### src/rtl/iapf_pkg.sv
// Shared constants, types and the CORDIC turn table for the attitude frame parser.
// No dependencies.
package iapf_pkg;

    localparam logic [7:0] HDR_BYTE   = 8'h55;
    localparam logic [7:0] TYPE_ANGLE = 8'h53;
    localparam logic [7:0] TYPE_QUAT  = 8'h59;

    localparam logic [2:0] ST_ANGLE   = 3'd0;
    localparam logic [2:0] ST_QUAT    = 3'd1;
    localparam logic [2:0] ST_BADSUM  = 3'd2;
    localparam logic [2:0] ST_UNKNOWN = 3'd3;
    localparam logic [2:0] ST_SKIP    = 3'd4;

    localparam int CORDIC_STEPS = 24;
    localparam int CW           = 36;

    typedef struct packed {
        logic        last_byte;
        logic        done;
        logic        sum_ok;
        logic [7:0]  ftype;
        logic [15:0] w0;
        logic [15:0] w1;
        logic [15:0] w2;
        logic [15:0] w3;
    } frame_t;

    typedef struct packed {
        logic signed [15:0] roll;
        logic signed [15:0] pitch;
        logic signed [15:0] yaw;
    } quat_ang_t;

    function automatic logic [31:0] turn_step(input logic [4:0] i);
        logic [31:0] t;
        case (i)
            5'd0:    t = 32'h20000000;
            5'd1:    t = 32'h12E4051E;
            5'd2:    t = 32'h09FB385B;
            5'd3:    t = 32'h051111D4;
            5'd4:    t = 32'h028B0D43;
            5'd5:    t = 32'h0145D7E1;
            5'd6:    t = 32'h00A2F61E;
            5'd7:    t = 32'h00517C55;
            5'd8:    t = 32'h0028BE53;
            5'd9:    t = 32'h00145F2F;
            5'd10:   t = 32'h000A2F98;
            5'd11:   t = 32'h000517CC;
            5'd12:   t = 32'h00028BE6;
            5'd13:   t = 32'h000145F3;
            5'd14:   t = 32'h0000A2FA;
            5'd15:   t = 32'h0000517D;
            5'd16:   t = 32'h000028BE;
            5'd17:   t = 32'h0000145F;
            5'd18:   t = 32'h00000A30;
            5'd19:   t = 32'h00000518;
            5'd20:   t = 32'h0000028C;
            5'd21:   t = 32'h00000146;
            5'd22:   t = 32'h000000A3;
            5'd23:   t = 32'h00000051;
            default: t = 32'h0;
        endcase
        return t;
    endfunction

endpackage

### src/rtl/iapf_frame.sv
// Header hunt, byte shift register and running checksum for one 11-byte frame.
// Depends on iapf_pkg.
module iapf_frame
(
    input  logic                 clk,
    input  logic                 rst_n,
    input  logic                 accept,
    input  logic [7:0]           rx_byte,
    output iapf_pkg::frame_t     frame
);

    logic [3:0] pos_reg, pos_next;
    logic [7:0] sum_reg, sum_next;
    logic [7:0] sr_reg [10];
    logic [7:0] sr_next [10];
    logic       store;

    always_comb
    begin
        pos_next = pos_reg;
        sum_next = sum_reg;
        sr_next  = sr_reg;
        store    = 1'b0;
        if (accept)
        begin
            if (pos_reg == 4'd0)
            begin
                if (rx_byte == iapf_pkg::HDR_BYTE)
                begin
                    store    = 1'b1;
                    pos_next = 4'd1;
                    sum_next = rx_byte;
                end
            end
            else if (pos_reg == 4'd10)
            begin
                pos_next = 4'd0;
            end
            else
            begin
                store    = 1'b1;
                pos_next = pos_reg + 4'd1;
                sum_next = sum_reg + rx_byte;
            end
        end
        if (store)
        begin
            for (int i = 0; i < 9; i++)
            begin
                sr_next[i] = sr_reg[i + 1];
            end
            sr_next[9] = rx_byte;
        end
    end

    always_ff @(posedge clk or negedge rst_n)
    begin
        if (!rst_n)
        begin
            pos_reg <= 4'd0;
        end
        else
        begin
            pos_reg <= pos_next;
        end
    end

    always_ff @(posedge clk)
    begin
        sum_reg <= sum_next;
        sr_reg  <= sr_next;
    end

    always_comb
    begin
        frame.last_byte = (pos_reg == 4'd10);
        frame.done      = accept && (pos_reg == 4'd10);
        frame.sum_ok    = (sum_reg == rx_byte);
        frame.ftype     = sr_reg[1];
        frame.w0        = {sr_reg[3], sr_reg[2]};
        frame.w1        = {sr_reg[5], sr_reg[4]};
        frame.w2        = {sr_reg[7], sr_reg[6]};
        frame.w3        = {sr_reg[9], sr_reg[8]};
    end

endmodule

### src/rtl/iapf_unwrap.sv
// Wrapped 16-bit difference against the previous angle, added with saturation.
// No dependencies.
module iapf_unwrap
#(
    parameter int W = 32
)
(
    input  logic signed [W-1:0] last,
    input  logic signed [15:0]  ang,
    output logic signed [W-1:0] result
);

    logic signed [15:0] d;
    logic        [W:0]  sum;
    logic               ovf;

    always_comb
    begin
        d      = ang - last[15:0];
        sum    = {last[W-1], last} + {{(W - 15){d[15]}}, d};
        ovf    = sum[W] ^ sum[W-1];
        if (ovf)
        begin
            result = d[15] ? {1'b1, {(W - 1){1'b0}}} : {1'b0, {(W - 1){1'b1}}};
        end
        else
        begin
            result = sum[W-1:0];
        end
    end

endmodule

### src/rtl/iapf_cordic.sv
// Iterative vectoring CORDIC, one rotation per cycle, giving a 16-bit angle.
// Depends on iapf_pkg.
module iapf_cordic
(
    input  logic                              clk,
    input  logic                              rst_n,
    input  logic                              start,
    input  logic signed [iapf_pkg::CW-1:0]    y_in,
    input  logic signed [iapf_pkg::CW-1:0]    x_in,
    output logic                              done,
    output logic signed [15:0]                angle
);

    logic                           busy_reg, busy_next;
    logic                           done_reg, done_next;
    logic                           zero_reg, zero_next;
    logic [4:0]                     i_reg, i_next;
    logic signed [iapf_pkg::CW-1:0] x_reg, x_next, y_reg, y_next, dx, dy;
    logic [31:0]                    z_reg, z_next, z_rnd;
    logic signed [15:0]             angle_reg, angle_next;

    always_comb
    begin
        busy_next  = busy_reg;
        done_next  = 1'b0;
        zero_next  = zero_reg;
        i_next     = i_reg;
        x_next     = x_reg;
        y_next     = y_reg;
        z_next     = z_reg;
        angle_next = angle_reg;
        dx         = y_reg >>> i_reg;
        dy         = x_reg >>> i_reg;
        z_rnd      = 32'h0;
        if (start)
        begin
            busy_next = 1'b1;
            i_next    = 5'd0;
            zero_next = (x_in == '0) && (y_in == '0);
            if (x_in[iapf_pkg::CW-1])
            begin
                x_next = -x_in;
                y_next = -y_in;
                z_next = 32'h8000_0000;
            end
            else
            begin
                x_next = x_in;
                y_next = y_in;
                z_next = 32'h0;
            end
        end
        else if (busy_reg)
        begin
            if (!y_reg[iapf_pkg::CW-1] && (y_reg != '0))
            begin
                x_next = x_reg + dx;
                y_next = y_reg - dy;
                z_next = z_reg + iapf_pkg::turn_step(i_reg);
            end
            else
            begin
                x_next = x_reg - dx;
                y_next = y_reg + dy;
                z_next = z_reg - iapf_pkg::turn_step(i_reg);
            end
            i_next = i_reg + 5'd1;
            if (i_reg == 5'(iapf_pkg::CORDIC_STEPS - 1))
            begin
                busy_next  = 1'b0;
                done_next  = 1'b1;
                z_rnd      = z_next + 32'h8000;
                angle_next = zero_reg ? 16'sd0 : z_rnd[31:16];
            end
        end
    end

    always_ff @(posedge clk or negedge rst_n)
    begin
        if (!rst_n)
        begin
            busy_reg <= 1'b0;
            done_reg <= 1'b0;
        end
        else
        begin
            busy_reg <= busy_next;
            done_reg <= done_next;
        end
    end

    always_ff @(posedge clk)
    begin
        zero_reg  <= zero_next;
        i_reg     <= i_next;
        x_reg     <= x_next;
        y_reg     <= y_next;
        z_reg     <= z_next;
        angle_reg <= angle_next;
    end

    assign done  = done_reg;
    assign angle = angle_reg;

endmodule

### src/rtl/iapf_quat.sv
// Quaternion to Euler sequencer: bit-serial products, bit-serial square, root, CORDIC.
// Depends on iapf_pkg and iapf_cordic.
module iapf_quat
(
    input  logic                 clk,
    input  logic                 rst_n,
    input  logic                 start,
    input  logic signed [15:0]   qa,
    input  logic signed [15:0]   qb,
    input  logic signed [15:0]   qc,
    input  logic signed [15:0]   qd,
    output logic                 done,
    output iapf_pkg::quat_ang_t  ang
);

    typedef enum logic [5:0] {
        Q_IDLE = 6'b000001,
        Q_MUL  = 6'b000010,
        Q_FORM = 6'b000100,
        Q_SQ   = 6'b001000,
        Q_ROOT = 6'b010000,
        Q_ANG  = 6'b100000
    } qstate_t;

    localparam logic signed [33:0] ONE = 34'sd1 << 30;

    qstate_t            state_reg, state_next;
    logic [4:0]         cnt_reg, cnt_next;
    logic [3:0]         k_reg, k_next, k_sel;
    logic [1:0]         j_reg, j_next;
    logic signed [31:0] acc_reg, acc_next, msh_reg, msh_next, addend, acc_sum;
    logic [15:0]        mq_reg, mq_next;
    logic signed [15:0] op_a, op_b;
    logic signed [31:0] prod_reg [9];
    logic signed [31:0] prod_next [9];
    logic signed [33:0] ry_reg, ry_next, rx_reg, rx_next, yy_reg, yy_next;
    logic signed [33:0] yx_reg, yx_next, s_reg, s_next, s_raw;
    logic [30:0]        sq_reg, sq_next;
    logic [61:0]        sacc_reg, sacc_next, ssh_reg, ssh_next, sacc_sum;
    logic [61:0]        nrem_reg, nrem_next, root_reg, root_next, rbit_reg, rbit_next;
    logic [61:0]        trial;
    logic               cst_reg, cst_next, done_reg, done_next;
    iapf_pkg::quat_ang_t ang_reg, ang_next;
    logic signed [iapf_pkg::CW-1:0] c_y, c_x;
    logic               c_done;
    logic signed [15:0] c_angle;

    always_comb
    begin
        k_sel = (state_reg == Q_IDLE) ? 4'd0 : k_reg + 4'd1;
        case (k_sel)
            4'd0:    begin op_a = qa; op_b = qb; end
            4'd1:    begin op_a = qc; op_b = qd; end
            4'd2:    begin op_a = qb; op_b = qb; end
            4'd3:    begin op_a = qc; op_b = qc; end
            4'd4:    begin op_a = qa; op_b = qc; end
            4'd5:    begin op_a = qd; op_b = qb; end
            4'd6:    begin op_a = qa; op_b = qd; end
            4'd7:    begin op_a = qb; op_b = qc; end
            4'd8:    begin op_a = qd; op_b = qd; end
            default: begin op_a = 16'sd0; op_b = 16'sd0; end
        endcase
    end

    always_comb
    begin
        case (j_reg)
            2'd0:    begin c_y = iapf_pkg::CW'(ry_reg); c_x = iapf_pkg::CW'(rx_reg); end
            2'd1:    begin c_y = iapf_pkg::CW'(s_reg);
                           c_x = iapf_pkg::CW'(root_reg[30:0]); end
            default: begin c_y = iapf_pkg::CW'(yy_reg); c_x = iapf_pkg::CW'(yx_reg); end
        endcase
    end

    always_comb
    begin
        state_next = state_reg;
        cnt_next   = cnt_reg;
        k_next     = k_reg;
        j_next     = j_reg;
        acc_next   = acc_reg;
        msh_next   = msh_reg;
        mq_next    = mq_reg;
        prod_next  = prod_reg;
        ry_next    = ry_reg;
        rx_next    = rx_reg;
        yy_next    = yy_reg;
        yx_next    = yx_reg;
        s_next     = s_reg;
        sq_next    = sq_reg;
        sacc_next  = sacc_reg;
        ssh_next   = ssh_reg;
        nrem_next  = nrem_reg;
        root_next  = root_reg;
        rbit_next  = rbit_reg;
        cst_next   = 1'b0;
        done_next  = 1'b0;
        ang_next   = ang_reg;
        addend     = mq_reg[0] ? ((cnt_reg == 5'd15) ? -msh_reg : msh_reg) : 32'sd0;
        acc_sum    = acc_reg + addend;
        sacc_sum   = sacc_reg + (sq_reg[0] ? ssh_reg : 62'd0);
        trial      = root_reg + rbit_reg;
        s_raw      = (34'(prod_reg[4]) - 34'(prod_reg[5])) <<< 1;
        case (state_reg)
            Q_IDLE:
            begin
                if (start)
                begin
                    state_next = Q_MUL;
                    cnt_next   = 5'd0;
                    k_next     = 4'd0;
                    acc_next   = 32'sd0;
                    msh_next   = 32'(op_a);
                    mq_next    = op_b;
                end
            end
            Q_MUL:
            begin
                acc_next = acc_sum;
                msh_next = msh_reg <<< 1;
                mq_next  = mq_reg >> 1;
                cnt_next = cnt_reg + 5'd1;
                if (cnt_reg == 5'd15)
                begin
                    prod_next[k_reg] = acc_sum;
                    cnt_next         = 5'd0;
                    if (k_reg == 4'd8)
                    begin
                        state_next = Q_FORM;
                    end
                    else
                    begin
                        k_next   = k_reg + 4'd1;
                        acc_next = 32'sd0;
                        msh_next = 32'(op_a);
                        mq_next  = op_b;
                    end
                end
            end
            Q_FORM:
            begin
                ry_next = (34'(prod_reg[0]) + 34'(prod_reg[1])) <<< 1;
                rx_next = ONE - ((34'(prod_reg[2]) + 34'(prod_reg[3])) <<< 1);
                yy_next = (34'(prod_reg[6]) + 34'(prod_reg[7])) <<< 1;
                yx_next = ONE - ((34'(prod_reg[3]) + 34'(prod_reg[8])) <<< 1);
                if (s_raw > ONE)
                begin
                    s_next = ONE;
                end
                else if (s_raw < -ONE)
                begin
                    s_next = -ONE;
                end
                else
                begin
                    s_next = s_raw;
                end
                sq_next    = s_next[33] ? 31'(-s_next) : 31'(s_next);
                ssh_next   = {31'd0, sq_next};
                sacc_next  = 62'd0;
                cnt_next   = 5'd0;
                state_next = Q_SQ;
            end
            Q_SQ:
            begin
                sacc_next = sacc_sum;
                ssh_next  = ssh_reg << 1;
                sq_next   = sq_reg >> 1;
                cnt_next  = cnt_reg + 5'd1;
                if (cnt_reg == 5'd30)
                begin
                    nrem_next  = (62'd1 << 60) - sacc_sum;
                    root_next  = 62'd0;
                    rbit_next  = 62'd1 << 60;
                    cnt_next   = 5'd0;
                    state_next = Q_ROOT;
                end
            end
            Q_ROOT:
            begin
                if (nrem_reg >= trial)
                begin
                    nrem_next = nrem_reg - trial;
                    root_next = (root_reg >> 1) + rbit_reg;
                end
                else
                begin
                    root_next = root_reg >> 1;
                end
                rbit_next = rbit_reg >> 2;
                cnt_next  = cnt_reg + 5'd1;
                if (cnt_reg == 5'd30)
                begin
                    state_next = Q_ANG;
                    j_next     = 2'd0;
                    cst_next   = 1'b1;
                end
            end
            Q_ANG:
            begin
                if (c_done)
                begin
                    case (j_reg)
                        2'd0:    ang_next.roll  = c_angle;
                        2'd1:    ang_next.pitch = c_angle;
                        default: ang_next.yaw   = c_angle;
                    endcase
                    if (j_reg == 2'd2)
                    begin
                        done_next  = 1'b1;
                        state_next = Q_IDLE;
                    end
                    else
                    begin
                        j_next   = j_reg + 2'd1;
                        cst_next = 1'b1;
                    end
                end
            end
            default:
            begin
                state_next = Q_IDLE;
            end
        endcase
    end

    iapf_cordic u_cordic
    (
        .clk   (clk),
        .rst_n (rst_n),
        .start (cst_reg),
        .y_in  (c_y),
        .x_in  (c_x),
        .done  (c_done),
        .angle (c_angle)
    );

    always_ff @(posedge clk or negedge rst_n)
    begin
        if (!rst_n)
        begin
            state_reg <= Q_IDLE;
            cst_reg   <= 1'b0;
            done_reg  <= 1'b0;
        end
        else
        begin
            state_reg <= state_next;
            cst_reg   <= cst_next;
            done_reg  <= done_next;
        end
    end

    always_ff @(posedge clk)
    begin
        cnt_reg  <= cnt_next;
        k_reg    <= k_next;
        j_reg    <= j_next;
        acc_reg  <= acc_next;
        msh_reg  <= msh_next;
        mq_reg   <= mq_next;
        prod_reg <= prod_next;
        ry_reg   <= ry_next;
        rx_reg   <= rx_next;
        yy_reg   <= yy_next;
        yx_reg   <= yx_next;
        s_reg    <= s_next;
        sq_reg   <= sq_next;
        sacc_reg <= sacc_next;
        ssh_reg  <= ssh_next;
        nrem_reg <= nrem_next;
        root_reg <= root_next;
        rbit_reg <= rbit_next;
        ang_reg  <= ang_next;
    end

    assign done = done_reg;
    assign ang  = ang_reg;

endmodule

### src/rtl/imu_attitude_frame_parser_top.sv
// Top level of the attitude frame parser: framing, output register, unwrap state.
// Depends on iapf_pkg, iapf_frame, iapf_quat, iapf_unwrap.
//
// Input channel: one serial byte per request (in_valid, in_stall, rx_byte).
// Bytes are hunted for the 0x55 header and gathered into 11-byte frames.
// Only the eleventh byte of a frame produces a result request on the output
// channel (out_valid, out_stall); all other bytes produce nothing.
// Angle frames and rejected frames load the output register in the cycle after
// the eleventh byte; quaternion frames are first converted by nine serial
// products, a serial square, a 31-step square root and three CORDIC runs,
// all run one after another by one sequencer.
// Bytes 1 to 10 are taken every cycle; while a quaternion frame is being
// converted in_stall is high.
// A finished result sits in the output register; further bytes are taken
// while it waits, but the eleventh byte of the next frame is stalled until
// the receiver has taken it.
// Reset returns to header hunting, clears the unwrap history and the
// quaternion mode latch.
module imu_attitude_frame_parser_top
#(
    parameter int UNWRAP_WIDTH = 32
)
(
    input  logic               clk,
    input  logic               rst_n,
    input  logic               in_valid,
    output logic               in_stall,
    input  logic [7:0]         rx_byte,
    output logic               out_valid,
    input  logic               out_stall,
    output logic [2:0]         status,
    output logic signed [31:0] roll_angle,
    output logic signed [15:0] pitch_angle,
    output logic signed [31:0] yaw_angle,
    output logic               quaternion_mode
);

    typedef enum logic [1:0] {
        T_RUN  = 2'b01,
        T_CALC = 2'b10
    } tstate_t;

    tstate_t                       state_reg, state_next;
    iapf_pkg::frame_t              frame;
    iapf_pkg::quat_ang_t           q_ang;
    logic                          accept, q_start, q_done, load;
    logic signed [UNWRAP_WIDTH-1:0] lroll_reg, lroll_next, lyaw_reg, lyaw_next;
    logic signed [UNWRAP_WIDTH-1:0] roll_uw, yaw_uw;
    logic signed [15:0]            roll_src, yaw_src;
    logic                          latch_reg, latch_next;
    logic                          ov_reg, ov_next;
    logic [2:0]                    st_reg, st_next;
    logic signed [31:0]            oroll_reg, oroll_next, oyaw_reg, oyaw_next;
    logic signed [15:0]            opitch_reg, opitch_next;
    logic                          oqm_reg, oqm_next;

    assign in_stall = (state_reg == T_CALC) || (ov_reg && frame.last_byte);
    assign accept   = in_valid && !in_stall;
    assign q_start  = frame.done && frame.sum_ok && (frame.ftype == iapf_pkg::TYPE_QUAT);

    iapf_frame u_frame
    (
        .clk     (clk),
        .rst_n   (rst_n),
        .accept  (accept),
        .rx_byte (rx_byte),
        .frame   (frame)
    );

    iapf_quat u_quat
    (
        .clk   (clk),
        .rst_n (rst_n),
        .start (q_start),
        .qa    (frame.w0),
        .qb    (frame.w1),
        .qc    (frame.w2),
        .qd    (frame.w3),
        .done  (q_done),
        .ang   (q_ang)
    );

    assign roll_src = (state_reg == T_CALC) ? q_ang.roll : frame.w0;
    assign yaw_src  = (state_reg == T_CALC) ? q_ang.yaw  : frame.w2;

    iapf_unwrap #(.W(UNWRAP_WIDTH)) u_unwrap_roll
    (
        .last   (lroll_reg),
        .ang    (roll_src),
        .result (roll_uw)
    );

    iapf_unwrap #(.W(UNWRAP_WIDTH)) u_unwrap_yaw
    (
        .last   (lyaw_reg),
        .ang    (yaw_src),
        .result (yaw_uw)
    );

    always_comb
    begin
        state_next  = state_reg;
        lroll_next  = lroll_reg;
        lyaw_next   = lyaw_reg;
        latch_next  = latch_reg;
        ov_next     = ov_reg;
        st_next     = st_reg;
        oroll_next  = oroll_reg;
        opitch_next = opitch_reg;
        oyaw_next   = oyaw_reg;
        oqm_next    = oqm_reg;
        load        = 1'b0;
        if (ov_reg && !out_stall)
        begin
            ov_next = 1'b0;
        end
        if (frame.done)
        begin
            oroll_next  = 32'sd0;
            opitch_next = 16'sd0;
            oyaw_next   = 32'sd0;
            oqm_next    = latch_reg;
            if (!frame.sum_ok)
            begin
                load    = 1'b1;
                st_next = iapf_pkg::ST_BADSUM;
            end
            else if (frame.ftype == iapf_pkg::TYPE_QUAT)
            begin
                state_next = T_CALC;
            end
            else if (frame.ftype == iapf_pkg::TYPE_ANGLE)
            begin
                load = 1'b1;
                if (latch_reg)
                begin
                    st_next = iapf_pkg::ST_SKIP;
                end
                else
                begin
                    st_next     = iapf_pkg::ST_ANGLE;
                    lroll_next  = roll_uw;
                    lyaw_next   = yaw_uw;
                    oroll_next  = 32'(roll_uw);
                    opitch_next = frame.w1;
                    oyaw_next   = 32'(yaw_uw);
                end
            end
            else
            begin
                load    = 1'b1;
                st_next = iapf_pkg::ST_UNKNOWN;
            end
        end
        if ((state_reg == T_CALC) && q_done)
        begin
            load        = 1'b1;
            state_next  = T_RUN;
            st_next     = iapf_pkg::ST_QUAT;
            lroll_next  = roll_uw;
            lyaw_next   = yaw_uw;
            latch_next  = 1'b1;
            oroll_next  = 32'(roll_uw);
            opitch_next = q_ang.pitch;
            oyaw_next   = 32'(yaw_uw);
            oqm_next    = 1'b1;
        end
        if (load)
        begin
            ov_next = 1'b1;
        end
    end

    always_ff @(posedge clk or negedge rst_n)
    begin
        if (!rst_n)
        begin
            state_reg <= T_RUN;
            lroll_reg <= '0;
            lyaw_reg  <= '0;
            latch_reg <= 1'b0;
            ov_reg    <= 1'b0;
        end
        else
        begin
            state_reg <= state_next;
            lroll_reg <= lroll_next;
            lyaw_reg  <= lyaw_next;
            latch_reg <= latch_next;
            ov_reg    <= ov_next;
        end
    end

    always_ff @(posedge clk)
    begin
        st_reg     <= st_next;
        oroll_reg  <= oroll_next;
        opitch_reg <= opitch_next;
        oyaw_reg   <= oyaw_next;
        oqm_reg    <= oqm_next;
    end

    assign out_valid       = ov_reg;
    assign status          = st_reg;
    assign roll_angle      = oroll_reg;
    assign pitch_angle     = opitch_reg;
    assign yaw_angle       = oyaw_reg;
    assign quaternion_mode = oqm_reg;

    a_calc_stalls: assert property (@(posedge clk) disable iff (!rst_n)
        (state_reg == T_CALC) |-> in_stall)
        else $error("byte taken during quaternion conversion");

    a_done_in_calc: assert property (@(posedge clk) disable iff (!rst_n)
        q_done |-> (state_reg == T_CALC))
        else $error("conversion finished outside calc state");

    a_latch_sticks: assert property (@(posedge clk) disable iff (!rst_n)
        latch_reg |=> latch_reg)
        else $error("quaternion latch cleared");

    a_quat_mode: assert property (@(posedge clk) disable iff (!rst_n)
        (ov_reg && (st_reg == iapf_pkg::ST_QUAT)) |-> oqm_reg)
        else $error("quaternion result without quaternion mode");

    a_no_overwrite: assert property (@(posedge clk) disable iff (!rst_n)
        load |-> (!ov_reg || !out_stall))
        else $error("pending result overwritten");

endmodule

### config.mk
export PLATFORM = sky130hd
export DESIGN_NAME = imu_attitude_frame_parser_top
export DESIGN_NICKNAME = d
export VERILOG_FILES = /design/src/rtl/iapf_pkg.sv /design/src/rtl/iapf_frame.sv /design/src/rtl/iapf_unwrap.sv /design/src/rtl/iapf_cordic.sv /design/src/rtl/iapf_quat.sv /design/src/rtl/imu_attitude_frame_parser_top.sv
export SDC_FILE = /design/constraint.sdc
export NUM_CORES = 2
export LEC_CHECK = 0
export BUFFER_PORTS_ARGS = -buffer_cell sky130_fd_sc_hd__buf_4
export CORE_MARGIN = 2
export CORE_UTILIZATION = 25
export CTS_BUF_LIST = sky130_fd_sc_hd__clkbuf_4 sky130_fd_sc_hd__clkbuf_8
export DETAILED_ROUTE_END_ITERATION = 10
export HOLD_SLACK_MARGIN = 0.15
export PLACE_DENSITY = 0.48
export SYNTH_ARGS = -nofsm -noshare
export SYNTH_HDL_FRONTEND = slang
export SYNTH_SLANG_ARGS = --single-unit
### constraint.sdc
create_clock -name clk -period 15.7 [get_ports clk]
set_input_delay 3.14 -clock clk [delete_from_list [all_inputs] [get_ports clk]]
set_output_delay 3.14 -clock clk [all_outputs]
set_load 0.005 [all_outputs]
* Yosys cells after proc, flatten, opt, wreduce, memory -nomap -nowiden
Memory sizes are Yosys's and may differ from the RTL's. A register that Yosys moved wholly into a read port is not among the register bits.
Index checks and enable logic that the tools add are counted.
** Storage, ports and cells
- Register bits :: 1308
- Memory bits (read-only) :: 1920
- Input bits :: 12
- Output and inout port bits :: 86
- Memories kept :: 2
** Cells by class
- $add $sub $neg :: 34
- $lt $le $gt $ge :: 5
- Equal/unequal tests :: 41
- Shift-type cells :: 2
- Mux-type cells :: 155
- Bitwise operators :: 5
- Reduce and logical (&&, ||, !) cells :: 56
** Memory list
- (no name shown) :: depth 32, bits a word 30, read ports 1, clocked after memory_dff 1, wr ports 0, RTL line iapf_pkg.sv:37 : case (i)
- (no name shown) :: depth 32, bits a word 30, read ports 1, clocked after memory_dff 1, wr ports 0, RTL line iapf_pkg.sv:37
** Operator list (count)
- 32-bit 2-to-1 mux :: 49
- 62-bit one-hot mux with 2 select lines :: 5
- 62-bit 2-to-1 mux :: 6
- 288-bit bitwise mux :: 1
- 36-bit 2-to-1 mux :: 8
- 16-bit 2-to-1 mux :: 11
- 36-bit one-hot mux with 2 select lines :: 2
- 32-bit by 32-bit adder with 33-bit output :: 4
- 32-bit demux with 4-bit select :: 1
- 32-bit one-hot mux with 2 select lines :: 2
- 62-bit adder :: 2
- 34-bit 2-to-1 mux :: 3
- 36-bit adder :: 2
- 36-bit zero test :: 2
- 36-bit negator :: 2
- 36-bit by 5-bit >>> shifter with 36-bit output :: 2
- 36-bit subtractor :: 2
- 32-bit by 34-bit subtractor with 34-bit output, first input constant :: 2
- 32-bit by 16-bit adder with 33-bit output :: 2
- 32-bit adder :: 2
- 16-bit one-hot mux with 4 select lines :: 1
- 61-bit by 62-bit adder with 62-bit output :: 1
- 62-bit greater-or-equal comparator :: 1
- 31-bit one-hot mux with 2 select lines :: 1
- 67 further kinds :: 184

* Logic depth before layout (Yosys ltp)
- Word-level depth :: 12
- Depth in mapped cells :: 36
- Gate-level depth less buffers :: 32

* Hierarchy
A second synthesis with hierarchy kept.
** Second synthesis, totals
- Cell total of the unflattened synthesis :: 9368
- Area total of the unflattened synthesis :: 94738.4 um2
** Modules (own cells, without submodules)
- iapf_quat :: instances 1, cells an instance 5659, area an instance 58446.1 um2, sequential area each 27227.4 um2
- iapf_cordic :: instances 1, cells an instance 2375, area an instance 20931.3 um2, sequential area each 4384.2 um2
- imu_attitude_frame_parser_top :: instances 1, cells an instance 385, area an instance 6402.4 um2, sequential area each 4185.3 um2
- iapf_frame :: instances 1, cells an instance 177, area an instance 3148.0 um2, sequential area each 2502.4 um2
- iapf_unwrap (u_unwrap_yaw) :: instances 1, cells an instance 396, area an instance 2939.1 um2, sequential area each 0.0 um2
- iapf_unwrap (u_unwrap_roll) :: instances 1, cells an instance 376, area an instance 2871.5 um2, sequential area each 0.0 um2

* Worst setup path after synthesis
No wires, ideal clock.
- Path kind :: reg2reg
- Start point :: register u_quat.state_reg[1]
- End point :: register u_quat.nrem_reg[0] (enable)
- Setup time :: 0.576 ns
- Arrival :: 12.518 ns
- Data required time :: 15.124 ns
- Slack :: 2.606 ns
- Stages on the path, launching flop included :: 6
- Cells stage by stage :: dfrtp_1 -> nor4_1 -> nand3b_1 -> clkbuf_1 -> o21ai_0 -> a21boi_0
** Between the ends
- Cells in the longest elaborated chain, start to end :: 3
** Ends and longest elaborated chain
- start: declaration :: RTL line iapf_quat.sv:27 : qstate_t state_reg, state_next;
- start signal: assignment :: RTL line iapf_quat.sv:248 : state_reg <= state_next;
- 6-bit by 5-bit == test with 1-bit output or 6-bit by 4-bit == test with 1-bit output (tied branches) :: RTL line iapf_quat.sv:104 : case (state_reg)
- 2-bit by 1-bit != test with 1-bit output (no source line) or 2-bit nonzero test (tied branches)
- 3-bit AND reduction (no source line) *
- end signal: assignment :: RTL line iapf_quat.sv:271 : nrem_reg <= nrem_next;
- end: declaration :: RTL line iapf_quat.sv:40 : logic [61:0] nrem_reg, nrem_next, root_reg, root_next, rbit_reg, rbit_next;
Mark *: on every way between the ends. The rest lies on a longest branch, timed or not.
A chain may end at the register's enable or synchronous reset.

* Worst setup path in the final report
- Start point :: register state_reg[1]
- End point :: register lroll_reg[17]
** Between the ends
- Cells in the longest elaborated chain, start to end :: 12
** Ends and longest elaborated chain
- start: declaration :: RTL line imu_attitude_frame_parser_top.sv:43 : tstate_t state_reg, state_next;
- start signal: assignment :: RTL line imu_attitude_frame_parser_top.sv:186 : state_reg <= state_next;
- 2-bit == test * :: RTL line imu_attitude_frame_parser_top.sv:57, imu_attitude_frame_parser_top.sv:83, imu_attitude_frame_parser_top.sv:155
- 16-bit 2-to-1 mux :: RTL line imu_attitude_frame_parser_top.sv:83 : assign roll_src = (state_reg == T_CALC) ? q_ang.roll : frame.w0;
- 16-bit subtractor :: RTL line iapf_unwrap.sv:19 : d = ang - last[15:0];
- 32-bit by 16-bit adder with 33-bit output :: RTL line iapf_unwrap.sv:20 : sum = {last[W-1], last} + {{(W - 15){d[15]}}, d};
- 1-bit XOR :: RTL line iapf_unwrap.sv:21 : ovf = sum[W] ^ sum[W-1];
- 32-bit 2-to-1 mux :: RTL line iapf_unwrap.sv:22 : if (ovf)
- 32-bit 2-to-1 mux :: RTL line imu_attitude_frame_parser_top.sv:135 : if (latch_reg)
- 32-bit 2-to-1 mux :: RTL line imu_attitude_frame_parser_top.sv:132 : else if (frame.ftype == iapf_pkg::TYPE_ANGLE)
- 32-bit 2-to-1 mux :: RTL line imu_attitude_frame_parser_top.sv:128 : else if (frame.ftype == iapf_pkg::TYPE_QUAT)
- 32-bit 2-to-1 mux :: RTL line imu_attitude_frame_parser_top.sv:123 : if (!frame.sum_ok)
- 32-bit 2-to-1 mux :: RTL line imu_attitude_frame_parser_top.sv:117 : if (frame.done)
- 32-bit 2-to-1 mux :: RTL line imu_attitude_frame_parser_top.sv:155 : if ((state_reg == T_CALC) && q_done)
- end signal: assignment :: RTL line imu_attitude_frame_parser_top.sv:187 : lroll_reg <= lroll_next;
- end: declaration :: RTL line imu_attitude_frame_parser_top.sv:47 : logic signed [UNWRAP_WIDTH-1:0] lroll_reg, lroll_next, lyaw_reg, lyaw_next;
Mark *: on every way between the ends. The rest lies on a longest branch, timed or not. The select of a mux whose other input is x is not followed.

==> flow_summary.toml <==
[sta]
final.setup_skew_ps = 165.4
setup_viol = 0
tightestPinTransition_ps = 1274
rsz0062_at_grt = "false"
slew_headroom = 0.1453
hold_violations = 0
finalSetupTns_ps = 0
fmax_ghz = 0.1173
maxSlewViolCount = 0
period_needed_ps = 8528
fin_crit_sh = 0.5432
fin_ws_ps = 7172

[setup_path]
max_stage_delay_ps = 590
crit_type = "flip-flop to flip-flop"
reg2reg_from = "state_reg[1]"
cp_top_family = "compound AO/OA/AOI/OAI gates"
critPathMostFrequentCell = "a21oi_1"
cp-start-kind = "flip-flop"
end_kind = "flip-flop"
cp_max_fo = 20
cp_slowest_cell = "nor2_2"
critPathLaunch = "state_reg[1]"
critical_path_required_ps = 16630
cp_num_buf_inv = 3
worstPathArrival_ps = 9460

[floorplanning]
fp.dieW_um = 605.8
die_area_mm2 = 0.3670
io_pins = 98
die_h_um = 605.8
fp-row-count = 220
core_area_mm2 = 0.3598
start_util = 0.2516

[routing]
drc = 0
routedWlPerCell_um = 19.13
num_vias = 70010
ant_nets = 0
first_iter_violations = 5600
viasPerCell = 4.947
wirelength_um = 270700
drt_pass1_iterations = 10

[global_route]
grt.total_usage = 0.1422
grt_pass1_wl_um = 412000
grt_pass1_vias = 68820
grt_max_degree = 102
grt_overflow = 0
antenna_found_initial = 12

[final_layout]
finalInstanceArea_mm2 = 0.1018
syn2layout_area_growth_pct = 12.48
layout.nets = 9806
largest_reg_flops = 288
drive_gt1_frac = 0.09964

[worst_hold_path]
hp-start = "u_frame.frame[7]"
holdCritPathClass = "flip-flop to flip-flop"

[cts]
cts_buffer_depth = 4
clock-root-buffer = "clkbuf_8"
clock-sinks = 1302
numCtsBuffers = 245
post_cts_resize_count = 0
cts_htree_levels = 4
clk_pin_slew_ps = 60
worstSkewPairLatency_ps = 1100
postCtsSetupBuffers = 0
cts_tree = "built"
hold_buffers = 0

[pwr]
intPower_mw = 6.106
switching_share = 0.2658
p_sw_mw = 2.211
ir_drop_mv = 0.07960
power_density_mw_per_mm2 = 81.67
p_clk_frac = 0.417
p_seq_frac = 0.478
leakagePower_nw = 37.34
comb_power_share = 0.106

[logic_synthesis]
synth_area_mm2 = 0.09053
synthesis.nets = 9716
yosysSeqAreaShare = 0.4230
synthTopCellsByCount = "edfxtp_1, nor2_1, nand2_1"
synth_top_area_cell = "edfxtp_1"
syn_inst = 9074
yosysUniqueCellTypes = 132
synth_top_cell_area_share = 0.3917
yosysMostFrequentCell = "edfxtp_1"
syn_avg_cell_area_um2 = 9.977
synth_seq_cells = 1302
synth_ff_type = "edfxtp_1"
synth_edf_count = 1181
synthArstFlopShare = 0.06298
synthTopCellsByArea = "edfxtp_1, ha_1, xnor2_1"
yosysWarnings = 0

[placement]
port_buffers = 97
place_area_mm2 = 0.09686
dp_hpwl_um = 200300
dp_slack_ps = 7347
gp_congestion = 0.8776

[outcome]
run_status = "complete, no violations"

[run]
cap_violations = 0
-- kinds of logic after synthesis --
| logic type | count (synthesis) | synth area share |
|---|---|---|
| xor gates and xnor gates | 857 | 0.08332 |
| AOI/OAI and AO/OA | 2548 | 0.1822 |
| muxes | 222 | 0.03953 |
| and+or+nand+nor | 2860 | 0.1547 |
| DFF | 1302 | 0.4230 |
| buffers and inverters | 655 | 0.02882 |
| adders and majority gates | 630 | 0.08839 |
-- metal layers --
layer	up-vias	routed length, um	global-route usage
met3	395	13500	0.02051
met5	-	42	0
met1	33950	124800	0.1930
li1	33970	-	-
met2	1689	123900	0.2308
met4	6	8501	0.04754
-- area by class of cell --
class | count | area [um2]
clock inverter | 152 | 1124
fill | 37490 | 257900
timing repair buffer | 186 | 1396
multi-input combinational | 7117 | 50000
inverter | 312 | 1179
clock buffer | 305 | 3835
antenna | 5 | 12.51
tap | 4773 | 5972
sequential | 1302 | 38310
-- worst register-to-register path: cells and delay by family, from the launching register on --
kind	cells	cell delay [ps]
AO/OA/AOI/OAI	23	4610
XOR/XNOR	1	150
buffers and inverters	3	830
flip-flops	1	340
adder cells (fa/ha/maj)	3	1040
multiplexers	1	300
AND/OR/NAND/NOR	3	1110
-- path summary, 6_finish.rpt --
path | slack, ps | to | depth (start not counted)
max | 7170 | lroll_reg[17] | 34
min | 480 | u_frame.frame[31] | 0
max reg2reg | 7170 | lroll_reg[17] | 34
min reg2reg | 480 | u_frame.frame[31] | 0
max in group asynchronous | 12410 | u_quat.cst_reg | 2
min in group asynchronous | 1940 | lroll_reg[23] | 1
-- per-stage QoR --
step           hold WS (ps)  cells    util  power, mW
6_report              479.7  14150  0.2830      8.316
5_1_grt               497.3  14150  0.2830      8.696
4_1_cts               482.8  14150  0.2830      8.447
3_5_place_dp          468.2  13690  0.2692      4.918
3_3_place_gp          459.8  13690  0.2692      4.904
2_1_floorplan         440.1   9074       -      4.640
-- cell usage in the layout, fill, tap and decap left out, types with 114 or more instances in the layout --
cell type	n
inv_1	306
clkbuf_8	247
buf_4	186
xor2_1	343
a21o_1	320
nor2_1	823
nor3_1	170
edfxtp_1	1181
xnor2_1	484
and2_1	283
a31oi_1	114
ha_1	612
a21oi_1	714
o21ai_0	522
nand2_1	752
nand3_1	148
-- power by group through the flow --
stage	clock network, mW	registers [mW]	logic (mW)
2_1_floorplan	0	3.99	0.645
3_5_place_dp	0	4.04	0.876
3_3_place_gp	0	4.04	0.862
6_report	3.46	3.97	0.879
4_1_cts	3.59	3.97	0.882
5_1_grt	3.73	3.98	0.990
No activity file was read; power rests on OpenSTA's default activity.
